File: src/rtl/upr_pkg.sv
// Package for the ultrasonic ping ranger: field widths, register indexes,
// reset values and the result flag struct. No dependencies.
`timescale 1ns / 1ps

package upr_pkg;

    localparam int FRACTION_BITS_DEF = 4;
    localparam int DIVISOR_DEF       = 58;

    localparam int IDX_W  = 15;
    localparam int TICK_W = 16;
    localparam int DIST_W = 14;
    localparam int CFG_W  = 16;
    localparam int ADDR_W = 3;

    localparam logic [DIST_W-1:0] DIST_MAX = 14'd16383;

    localparam logic [ADDR_W-1:0] CFG_TRIGGER = 3'd0;
    localparam logic [ADDR_W-1:0] CFG_HOLDOFF = 3'd1;
    localparam logic [ADDR_W-1:0] CFG_WINDOW  = 3'd2;
    localparam logic [ADDR_W-1:0] CFG_MIN_END = 3'd3;
    localparam logic [ADDR_W-1:0] CFG_SETTLE  = 3'd4;

    localparam logic [7:0]        TRIGGER_RST = 8'd5;
    localparam logic [15:0]       HOLDOFF_RST = 16'd750;
    localparam logic [IDX_W-1:0]  WINDOW_RST  = 15'd18500;
    localparam logic [IDX_W-1:0]  MIN_END_RST = 15'd115;
    localparam logic [15:0]       SETTLE_RST  = 16'd10000;

    typedef struct packed {
        logic tmo;
        logic done;
        logic busy;
        logic drv_lvl;
        logic drv_en;
    } t_upr_flags;

endpackage

File: src/rtl/ultrasonic_ping_ranger_core.sv
// Top level of the ultrasonic ping ranger: tick-driven phase sequencer with a
// two-stage result pipeline. Depends on upr_pkg and upr_dist_scale.
`timescale 1ns / 1ps

// One request in is one microsecond tick; each tick gives exactly one result
// request out, two stages later, and a new tick is taken every cycle while the
// output side keeps up. The sequencer updates its phase and counters in the
// cycle a tick is taken; the distance divide (one reciprocal multiply) runs in
// the second stage. Distance is held between measurements and reads 0 with
// timed_out set when the echo window expires.

module ultrasonic_ping_ranger_core
    import upr_pkg::*;
#(
    parameter int FRACTION_BITS = FRACTION_BITS_DEF,
    parameter int DIVISOR       = DIVISOR_DEF
) (
    input  logic              i_clk,
    input  logic              i_rst_n,
    input  logic              i_cfg_we,
    input  logic [ADDR_W-1:0] i_cfg_addr,
    input  logic [CFG_W-1:0]  i_cfg_wdata,
    input  logic              s_tvalid,
    output logic              s_tready,
    input  logic [7:0]        s_tdata,   // start_req, echo_level
    output logic              m_tvalid,
    input  logic              m_tready,
    output logic [23:0]       m_tdata    // pin_drive_enable, pin_drive_level, busy_res,
                                         // done_res, timed_out, distance_cm_q4
);

    localparam int NUM_W = IDX_W + FRACTION_BITS;

    localparam logic [2:0] PH_IDLE   = 3'd0;
    localparam logic [2:0] PH_TRIG   = 3'd1;
    localparam logic [2:0] PH_HOLD   = 3'd2;
    localparam logic [2:0] PH_SAMPLE = 3'd3;
    localparam logic [2:0] PH_SETTLE = 3'd4;

    logic [7:0]        r_trigger;
    logic [15:0]       r_holdoff;
    logic [IDX_W-1:0]  r_window;
    logic [IDX_W-1:0]  r_min_end;
    logic [15:0]       r_settle;

    logic [2:0]        r_phase, n_phase;
    logic [TICK_W-1:0] r_tick, n_tick;
    logic [IDX_W-1:0]  r_fhi, n_fhi;

    logic              r_a_valid;
    t_upr_flags        r_a_flags, n_a_flags;
    logic [NUM_W-1:0]  r_a_num, n_a_num;

    logic              r_b_valid;
    t_upr_flags        r_b_flags;
    logic [DIST_W-1:0] r_b_dist;
    logic [DIST_W-1:0] scaled;

    logic s_fire;
    logic a_adv;

    assign a_adv    = !r_b_valid || m_tready;
    assign s_tready = !r_a_valid || a_adv;
    assign s_fire   = s_tvalid && s_tready;

    // configuration
    always_ff @(posedge i_clk) begin
        if (!i_rst_n) begin
            r_trigger <= TRIGGER_RST;
            r_holdoff <= HOLDOFF_RST;
            r_window  <= WINDOW_RST;
            r_min_end <= MIN_END_RST;
            r_settle  <= SETTLE_RST;
        end else if (i_cfg_we) begin
            unique case (i_cfg_addr)
                CFG_TRIGGER: r_trigger <= i_cfg_wdata[7:0];
                CFG_HOLDOFF: r_holdoff <= i_cfg_wdata;
                CFG_WINDOW:  r_window  <= i_cfg_wdata[IDX_W-1:0];
                CFG_MIN_END: r_min_end <= i_cfg_wdata[IDX_W-1:0];
                CFG_SETTLE:  r_settle  <= i_cfg_wdata;
                default: ;
            endcase
        end
    end

    // sequencer
    always_comb begin
        logic              v_start;
        logic              v_echo;
        logic [2:0]        v_ph;
        logic [TICK_W-1:0] v_tick;
        logic [TICK_W-1:0] v_inc;
        logic [IDX_W-1:0]  v_fhi;
        logic [IDX_W-1:0]  v_idx;
        logic [IDX_W-1:0]  v_dur;
        logic [2:0]        v_after;

        v_start = s_tdata[0];
        v_echo  = s_tdata[1];
        v_ph    = r_phase;
        v_tick  = r_tick;
        v_fhi   = r_fhi;
        if (r_phase == PH_IDLE && v_start) begin
            v_ph   = PH_TRIG;
            v_tick = '0;
            v_fhi  = '0;
        end
        v_inc   = v_tick + TICK_W'(1);
        v_idx   = v_tick[IDX_W-1:0];
        v_dur   = (v_idx >= v_fhi) ? (v_idx - v_fhi) : '0;
        v_after = (r_settle == 16'd0) ? PH_IDLE : PH_SETTLE;

        n_phase   = v_ph;
        n_tick    = v_tick;
        n_fhi     = v_fhi;
        n_a_flags = '0;
        n_a_num   = '0;

        unique case (v_ph)
            PH_TRIG: begin
                n_a_flags.drv_en  = 1'b1;
                n_a_flags.drv_lvl = 1'b1;
                n_a_flags.busy    = 1'b1;
                n_tick = v_inc;
                if (v_inc >= TICK_W'(r_trigger)) begin
                    n_tick  = '0;
                    n_phase = (r_holdoff == 16'd0) ? PH_SAMPLE : PH_HOLD;
                end
            end
            PH_HOLD: begin
                n_a_flags.drv_en = 1'b1;
                n_a_flags.busy   = 1'b1;
                n_tick = v_inc;
                if (v_inc >= r_holdoff) begin
                    n_tick  = '0;
                    n_phase = PH_SAMPLE;
                end
            end
            PH_SAMPLE: begin
                n_a_flags.busy = 1'b1;
                if (v_echo && v_fhi == '0) begin
                    n_fhi = v_idx;
                end
                if (!v_echo && v_idx > r_min_end) begin
                    n_a_flags.done = 1'b1;
                    n_a_num = NUM_W'(v_dur) << FRACTION_BITS;
                    n_tick  = '0;
                    n_phase = v_after;
                end else begin
                    n_tick = v_inc;
                    if (v_inc >= TICK_W'(r_window)) begin
                        n_a_flags.done = 1'b1;
                        n_a_flags.tmo  = 1'b1;
                        n_tick  = '0;
                        n_phase = v_after;
                    end
                end
            end
            PH_SETTLE: begin
                n_a_flags.busy = 1'b1;
                n_tick = v_inc;
                if (v_inc >= r_settle) begin
                    n_tick  = '0;
                    n_phase = PH_IDLE;
                end
            end
            default: begin
                n_phase = PH_IDLE;
                n_tick  = '0;
            end
        endcase
    end

    always_ff @(posedge i_clk) begin
        if (!i_rst_n) begin
            r_phase   <= PH_IDLE;
            r_tick    <= '0;
            r_fhi     <= '0;
            r_a_valid <= 1'b0;
        end else begin
            if (s_fire) begin
                r_phase <= n_phase;
                r_tick  <= n_tick;
                r_fhi   <= n_fhi;
            end
            if (s_tready) begin
                r_a_valid <= s_tvalid;
            end
        end
    end

    always_ff @(posedge i_clk) begin
        if (s_fire) begin
            r_a_flags <= n_a_flags;
            r_a_num   <= n_a_num;
        end
    end

    // distance stage
    upr_dist_scale #(
        .FRACTION_BITS (FRACTION_BITS),
        .DIVISOR       (DIVISOR)
    ) u_scale (
        .i_num  (r_a_num),
        .o_dist (scaled)
    );

    always_ff @(posedge i_clk) begin
        if (!i_rst_n) begin
            r_b_valid <= 1'b0;
            r_b_dist  <= '0;
        end else if (a_adv) begin
            r_b_valid <= r_a_valid;
            if (r_a_valid && r_a_flags.done) begin
                r_b_dist <= scaled;
            end
        end
    end

    always_ff @(posedge i_clk) begin
        if (a_adv && r_a_valid) begin
            r_b_flags <= r_a_flags;
        end
    end

    assign m_tvalid = r_b_valid;
    assign m_tdata  = {5'b0, r_b_dist, r_b_flags.tmo, r_b_flags.done,
                       r_b_flags.busy, r_b_flags.drv_lvl, r_b_flags.drv_en};

endmodule

File: src/rtl/upr_dist_scale.sv
// Echo duration to distance: divide by a constant through an exact reciprocal
// multiply, then saturate to the 14-bit field. Depends on upr_pkg.
`timescale 1ns / 1ps

module upr_dist_scale
    import upr_pkg::*;
#(
    parameter int FRACTION_BITS = FRACTION_BITS_DEF,
    parameter int DIVISOR       = DIVISOR_DEF
) (
    input  logic [IDX_W+FRACTION_BITS-1:0] i_num,
    output logic [DIST_W-1:0]              o_dist
);

    localparam int NUM_W = IDX_W + FRACTION_BITS;
    localparam int SH    = NUM_W + 8;
    localparam logic [63:0] RECIP_FULL =
        ((64'd1 << SH) + 64'(DIVISOR) - 64'd1) / 64'(DIVISOR);
    localparam logic [SH:0] RECIP = RECIP_FULL[SH:0];

    logic [NUM_W+SH:0] prod;
    logic [NUM_W-1:0]  quot;

    assign prod = (NUM_W+SH+1)'(i_num) * (NUM_W+SH+1)'(RECIP);
    assign quot = prod[SH +: NUM_W];

    always_comb begin
        if (quot > NUM_W'(DIST_MAX)) begin
            o_dist = DIST_MAX;
        end else begin
            o_dist = quot[DIST_W-1:0];
        end
    end

endmodule

File: config.mk
export PLATFORM = sky130hd
export DESIGN_NAME = ultrasonic_ping_ranger_core
export DESIGN_NICKNAME = d
export VERILOG_FILES = /design/src/rtl/upr_pkg.sv /design/src/rtl/ultrasonic_ping_ranger_core.sv /design/src/rtl/upr_dist_scale.sv
export SDC_FILE = /design/constraint.sdc
export NUM_CORES = 1
export LEC_CHECK = 0
export ABC_CLOCK_PERIOD_IN_PS = 18000
export BUFFER_PORTS_ARGS = -buffer_cell sky130_fd_sc_hd__buf_2
export CAP_MARGIN = 20
export CORE_ASPECT_RATIO = 1.75
export CORE_UTILIZATION = 52
export CTS_BUF_LIST = sky130_fd_sc_hd__clkbuf_4 sky130_fd_sc_hd__clkbuf_8 sky130_fd_sc_hd__clkbuf_16
export DETAILED_ROUTE_END_ITERATION = 10
export GPL_TIMING_DRIVEN = 0
export PLACE_DENSITY = 0.69
export SLEW_MARGIN = 40
export SYNTH_ARGS = -nofsm -noshare
export SYNTH_HDL_FRONTEND = slang
export SYNTH_SLANG_ARGS = --single-unit
File: constraint.sdc
create_clock -name i_clk -period 18 [get_ports i_clk]
set_input_delay 1.8 -clock i_clk [delete_from_list [all_inputs] [get_ports i_clk]]
set_output_delay 1.8 -clock i_clk [all_outputs]
set_load 0.02 [all_outputs]
# [Word-level counts from Yosys, hierarchy flattened]
# Cells that the tools add are included.
[totals] regBits=149 latchBits=0 mem_bits_rw=0 mem_bits_ro=0 inputBits=32 out_inout_bits=26 n_memories=0
[classes] add_sub_neg=2 mul=1 div_mod_pow=0 magnitude_cmp=7 eq_ne=8 n_shift=0 mux=25 n_bitwise=1 n_reduce_logical=26
[op_table] op="2-to-1 mux 16 bit" n=6
[op_table] op="one-hot mux 16 bit (4 select lines)" n=1
[op_table] op="2-to-1 mux 15 bit" n=3
[op_table] op="multiplier 19 x 22 -> 41 bit (second input constant)" n=1
[op_table] op=">= comparator 16 bit" n=2
[op_table] op="zero test 16 bit" n=2
[op_table] op="2-to-1 mux 3 bit" n=7
[op_table] op="adder 16 x 1 -> 16 bit (second input constant)" n=1
[op_table] op=">= comparator 16 x 15 -> 1 bit" n=1
[op_table] op=">= comparator 16 x 8 -> 1 bit" n=1
[op_table] op=">= comparator 15 bit" n=1
[op_table] op="greater-than comparator 15 bit" n=1
[op_table] op="zero test 15 bit" n=1
[op_table] op="subtractor 15 bit" n=1
[op_table] op="greater-than comparator 14 bit (second input constant)" n=1
[op_table] op="2-to-1 mux 14 bit" n=1
[op_table] op="equality test 3 x 2 -> 1 bit (second input constant)" n=4
[op_table] op="one-hot mux 3 bit (4 select lines)" n=1
[op_table] op="AND reduction 2 bit" n=6
[op_table] op="equality test 3 x 1 -> 1 bit (second input constant)" n=2
[op_table] op="equality test 3 bit (second input constant)" n=2
[op_table] op="logical AND 1 bit" n=6
[op_table] op="zero test 3 bit" n=2
[op_table] op="2-to-1 mux 1 bit" n=5
[op_table] op="7 further kinds" n=11

# [Logic depth before layout (Yosys ltp)]
[logic_depth] ltp_word=8 ltp_mapped=23 mapped_depth_nobuf=23

# [By module]
# A second synthesis with hierarchy kept.
[unflattened] hier_cells=1814 area_unflattened_um2=16079.2
[modules_own_cells] module="ultrasonic_ping_ranger_core" instances=1 cells_each=1004 area_each_um2=8579.5 seq_area_each_um2=3153.0
[modules_own_cells] module="upr_dist_scale" instances=1 cells_each=810 area_each_um2=7499.7 seq_area_each_um2=0.0

# [Worst setup path after synthesis]
# Ideal clock, no wire load.
[synth_path] path_kind="register -> register" from="register r_a_num[13]" to="register r_b_dist[13]" setup_time_ns=0.129 arrival_time_ns=5.669 required_ns=17.871 slack_ns=12.202 stages_incl_launch_ff=21 path_cell_list="edfxtp_1 -> fa_1 -> fa_1 -> fa_1 -> inv_1 -> fa_1 -> inv_1 -> fa_1 -> inv_1 -> fa_1 -> inv_1 -> ha_1 -> nand4_1 -> nor2_1 -> a2111oi_0 -> or3_1 -> a41oi_1 -> a21oi_1 -> nor2b_1 -> o21a_1 -> o211ai_1"
[synth_between] elab_chain_len=3
[synth_rtl] item="from (decl)" line_no="ultrasonic_ping_ranger_core.sv:52" text="logic [NUM_W-1:0] r_a_num, n_a_num;"
[synth_rtl] item="from (signal assigned)" line_no="ultrasonic_ping_ranger_core.sv:195" text="r_a_num <= n_a_num;"
[synth_rtl] item="multiplier 19 x 22 -> 41 bit *" line_no="upr_dist_scale.sv:24" text="assign prod = (NUM_W+SH+1)'(i_num) * (NUM_W+SH+1)'(RECIP);"
[synth_rtl] item="greater-than comparator 14 bit" line_no="upr_dist_scale.sv:28" text="if (quot > NUM_W'(DIST_MAX)) begin"
[synth_rtl] item="2-to-1 mux 14 bit *" line_no="upr_dist_scale.sv:28"
[synth_rtl] item="to (signal assigned)" line_no="ultrasonic_ping_ranger_core.sv:215" text="r_b_dist <= scaled;"
[synth_rtl] item="to (decl)" line_no="ultrasonic_ping_ranger_core.sv:56" text="logic [DIST_W-1:0] r_b_dist;"
# Mark *: on every way between the ends. The rest lies on a longest branch, timed or not.
# A chain may end at the register's enable or synchronous reset.

# [Worst setup path after layout]
[layout_path] from="input s_tdata[0]" to="register r_tick[7]"
[layout_between] elab_chain_len=7 elab_cells_between_ends=20
[layout_rtl] item="from (decl)" line_no="ultrasonic_ping_ranger_core.sv:25" text="input logic [7:0] s_tdata,"
[layout_rtl] item="logical AND 1 bit *" line_no="ultrasonic_ping_ranger_core.sv:103" text="if (r_phase == PH_IDLE && v_start) begin"
[layout_rtl] item="2-to-1 mux 16 bit" line_no="ultrasonic_ping_ranger_core.sv:103"
[layout_rtl] item="adder 16 x 1 -> 16 bit" line_no="ultrasonic_ping_ranger_core.sv:108" text="v_inc = v_tick + TICK_W'(1);"
[layout_rtl] item=">= comparator 16 x 15 -> 1 bit" line_no="ultrasonic_ping_ranger_core.sv:151" text="if (v_inc >= TICK_W'(r_window)) begin"
[layout_rtl] item="2-to-1 mux 16 bit" line_no="ultrasonic_ping_ranger_core.sv:151"
[layout_rtl] item="2-to-1 mux 16 bit" line_no="ultrasonic_ping_ranger_core.sv:144" text="if (!v_echo && v_idx > r_min_end) begin"
[layout_rtl] item="one-hot mux 16 bit (4 select lines) *" line_no="ultrasonic_ping_ranger_core.sv:119" text="unique case (v_ph)"
[layout_rtl] item="to (signal assigned)" line_no="ultrasonic_ping_ranger_core.sv:183" text="r_tick <= n_tick;"
[layout_rtl] item="to (decl)" line_no="ultrasonic_ping_ranger_core.sv:47" text="logic [TICK_W-1:0] r_tick, n_tick;"
# Marks and branches as above.

==> results.py <==
metrics = {
    "worst_setup_path": {
        "critPathLaunchType": "input pin",
        "crit_type": "input pin to register",
        "crit_path_cell_trace": "buf_2 > nand3b_1 > clkbuf_1 > clkbuf_1 > nand2_1 > inv_1 > ha_1 > nand4_1 > nor4_1 > xnor2_1 > nor2_1 > ha_1 > and4_1 > a21oi_1 > nand2_1 > a211oi_1 > a21oi_1 > nor4_1 > a31oi_4 > buf_6 > a41oi_2",
        "arrival_ns": 7.50,
        "cp_num_buf_inv": 5,
        "crit_required_ns": 18.35,
        "cp-end-kind": "register",
        "slowest_delay_ns": 0.66,
        "slowest_stage": "nor2_1",
        "path_max_fanout": 10,
        "r2r_start": "r_a_num[7]",
        "cp_top_family": "simple AND/OR/NAND/NOR gates",
        "crit_start": "s_tdata[0]",
    },
    "cells_and_area": {
        "utilization_pct": 58.2,
        "register_area_mm2": 0.00315,
        "final_cells": 1941,
        "final_design_area_no_fill_mm2": 0.0152,
        "nets": 1986,
        "num-fill-cells": 2343,
        "layout-drive-gt1-share_pct": 8.70,
        "multiInputGateArea_mm2": 0.00961,
        "area_delta_synth_final_pct": 9.16,
        "n_antenna_cell": 0,
    },
    "timing": {
        "hold_violations": 0,
        "finalSetupViolations": 0,
        "rsz0062_at_grt": "false",
        "finClkSkew_ns": 0.0109,
        "holdWs_ns": 0.427,
        "worstMarginPinSlew_ns": 0.866,
        "relSlewSlack_pct": 42.1,
        "tns_ns": 0,
        "slew_violations": 0,
        "period_needed_ns": 7.15,
        "fin_crit_sh_pct": 39.7,
        "setup_ws_ns": 10.85,
        "fmax_mhz": 140,
    },
    "global_routing": {
        "track_usage_pct": 29.2,
        "grt_pass1_vias": 11600,
        "grt_overflow_total": 0,
        "antenna_found_initial": 0,
        "grt_pass1_wl_um": 60400,
        "grt_max_degree": 27,
    },
    "status": {
        "status": "completed",
    },
    "logic_synthesis": {
        "yosys.area.top_type": "ha_1",
        "avgSynthCellArea_um2": 9.02,
        "synthTopCellsByArea": "ha_1 21%, dfxtp_1 17%, fa_1 16%",
        "dominantRegCellSynth": "dfxtp_1",
        "ys_warn_count": 0,
        "synth_top_area_share_pct": 21.4,
        "synth_cells": 1540,
        "synth_cell_type_count": 80,
        "synth_edf_count": 25,
        "ys_ff_latch": 145,
        "async_flop_share_pct": 0,
        "syn-cell-area_mm2": 0.0139,
        "yosysSeqAreaShare_pct": 22.7,
    },
    "placement": {
        "placed_cells": 1909,
        "pre_cts_ws_ns": 10.49,
        "dpl_cell_area_mm2": 0.0146,
        "port_buffers": 45,
        "dp_hpwl_um": 32200,
        "gp_congestion": 0.974,
    },
    "route": {
        "wl_per_cell_um": 19.6,
        "via_per_inst": 5.74,
        "drtAntennaViolNets": 0,
        "post-route-drc-count": 0,
        "drt_iter0_markers": 479,
        "finalWirelength_um": 38100,
        "vias": 11100,
        "drt_pre_antenna_iters": 5,
    },
    "clocking": {
        "clk_pin_slew_worst_paths_ns": 0.06,
        "clockBufferDepth": 2,
        "cts_buffers": 17,
        "cts_tree": "done",
        "clk_latency_ns": 0.44,
        "clock_sinks": 145,
        "root_buffer": "clkbuf_16",
        "cts_max_level": 4,
        "hold_buffers": 0,
        "cts_resized": 0,
        "post_cts_buffers": 0,
    },
    "floorplan": {
        "fp.dieW_um": 126,
        "io_pins": 58,
        "core.rowCount": 78,
        "die_y_um": 218,
        "dieArea_mm2": 0.0274,
        "start_util_pct": 53.3,
        "core_mm2": 0.0261,
    },
    "worst_hold_path": {
        "hold_class": "register to register",
        "min_from": "r_a_flags[4]",
    },
    "power": {
        "ir_drop_v": 0.0000680,
        "powerDensity_mw_per_mm2": 96.0,
        "p_leak_nw": 7.27,
        "total_power_mw": 1.46,
    },
    "job": {
        "max_cap_violations": 0,
    },
}
[cell usage after synthesis, drive strengths merged (5+ instances only)]
master / number
and4: 5
nor2b: 12
nand2: 203
xor2: 15
nand4: 14
and3: 15
and2: 17
a31oi: 8
nor4: 16
nor3: 14
a22oi: 15
nand3: 25
ha: 238
xnor2: 22
a21o: 30
a41oi: 19
fa: 108
dfxtp: 120
edfxtp: 25
o211ai: 25
inv: 244
buf: 14
nand2b: 14
a211oi: 6
clkbuf: 32
a21boi: 18
nand3b: 5
or2: 9
o21ai: 30
a21oi: 104
nor2: 68
[flip-flops by register name, indices dropped and copies added (netlist names), 5 cells and up]
name / count
m_tdata: 5
r_a_flags: 5
r_a_num: 15
r_b_dist: 14
r_fhi: 15
r_holdoff: 16
r_min_end: 15
r_settle: 16
r_tick: 16
r_trigger: 8
r_window: 15
[cell type report]
cell class | instances | area share [%]
inverters | 245 | 6.07
repair buffers | 45 | 1.49
clock buffers | 24 | 3.32
flip-flops and latches | 145 | 20.8
multi-input cells | 1108 | 63.4
plain buffers | 46 | 1.62
clock inverters | 8 | 0.660
well taps | 320 | 2.64
[cell usage in the layout (no fill, tap or decap), types with 30 or more instances in the layout]
cell type  count
a21o_1        30
a21oi_1      102
dfxtp_1      120
ha_1         238
fa_1         108
nand2_1      202
inv_1        242
buf_2         48
clkbuf_1      30
nor2_1        66
[power breakdown]
| group | internal (mW) | switching [mW] | total [mW] |
|---|---|---|---|
| Combinational | 0.295 | 0.447 | 0.742 |
| Clock | 0.223 | 0.139 | 0.363 |
| Sequential | 0.341 | 0.00992 | 0.351 |
[cells by family (layout without fill, tap and decap cells)]
logic type | Yosys count | after routing | share of synthesized area [%]
compound gates | 289 | 289 | 14.4
flops | 145 | 145 | 22.7
other cells | 1 | 5 | 0.0270
xor+xnor | 37 | 37 | 2.39
mux | 1 | 1 | 0.0721
simple gates | 430 | 430 | 15.0
fa+ha+maj | 346 | 346 | 37.0
buf+inv | 291 | 368 | 8.39
[worst paths after layout]
kind	endpoint	slack, ns	cells past startpoint
max	r_tick[7]	10.85	21
min	m_tdata[4]	0.43	0
max reg2reg	r_b_dist[13]	11.23	20
min reg2reg	m_tdata[4]	0.43	0
[per-layer routing]
layer	wire, µm	vias to the layer above	track usage, %
met5	0	-	0
met4	3450	0	25.0
met3	1220	159	3.57
met2	20700	289	56.4
met1	12800	5344	26.6
li1	-	5353	-
No activity file was read; power rests on OpenSTA's default activity.
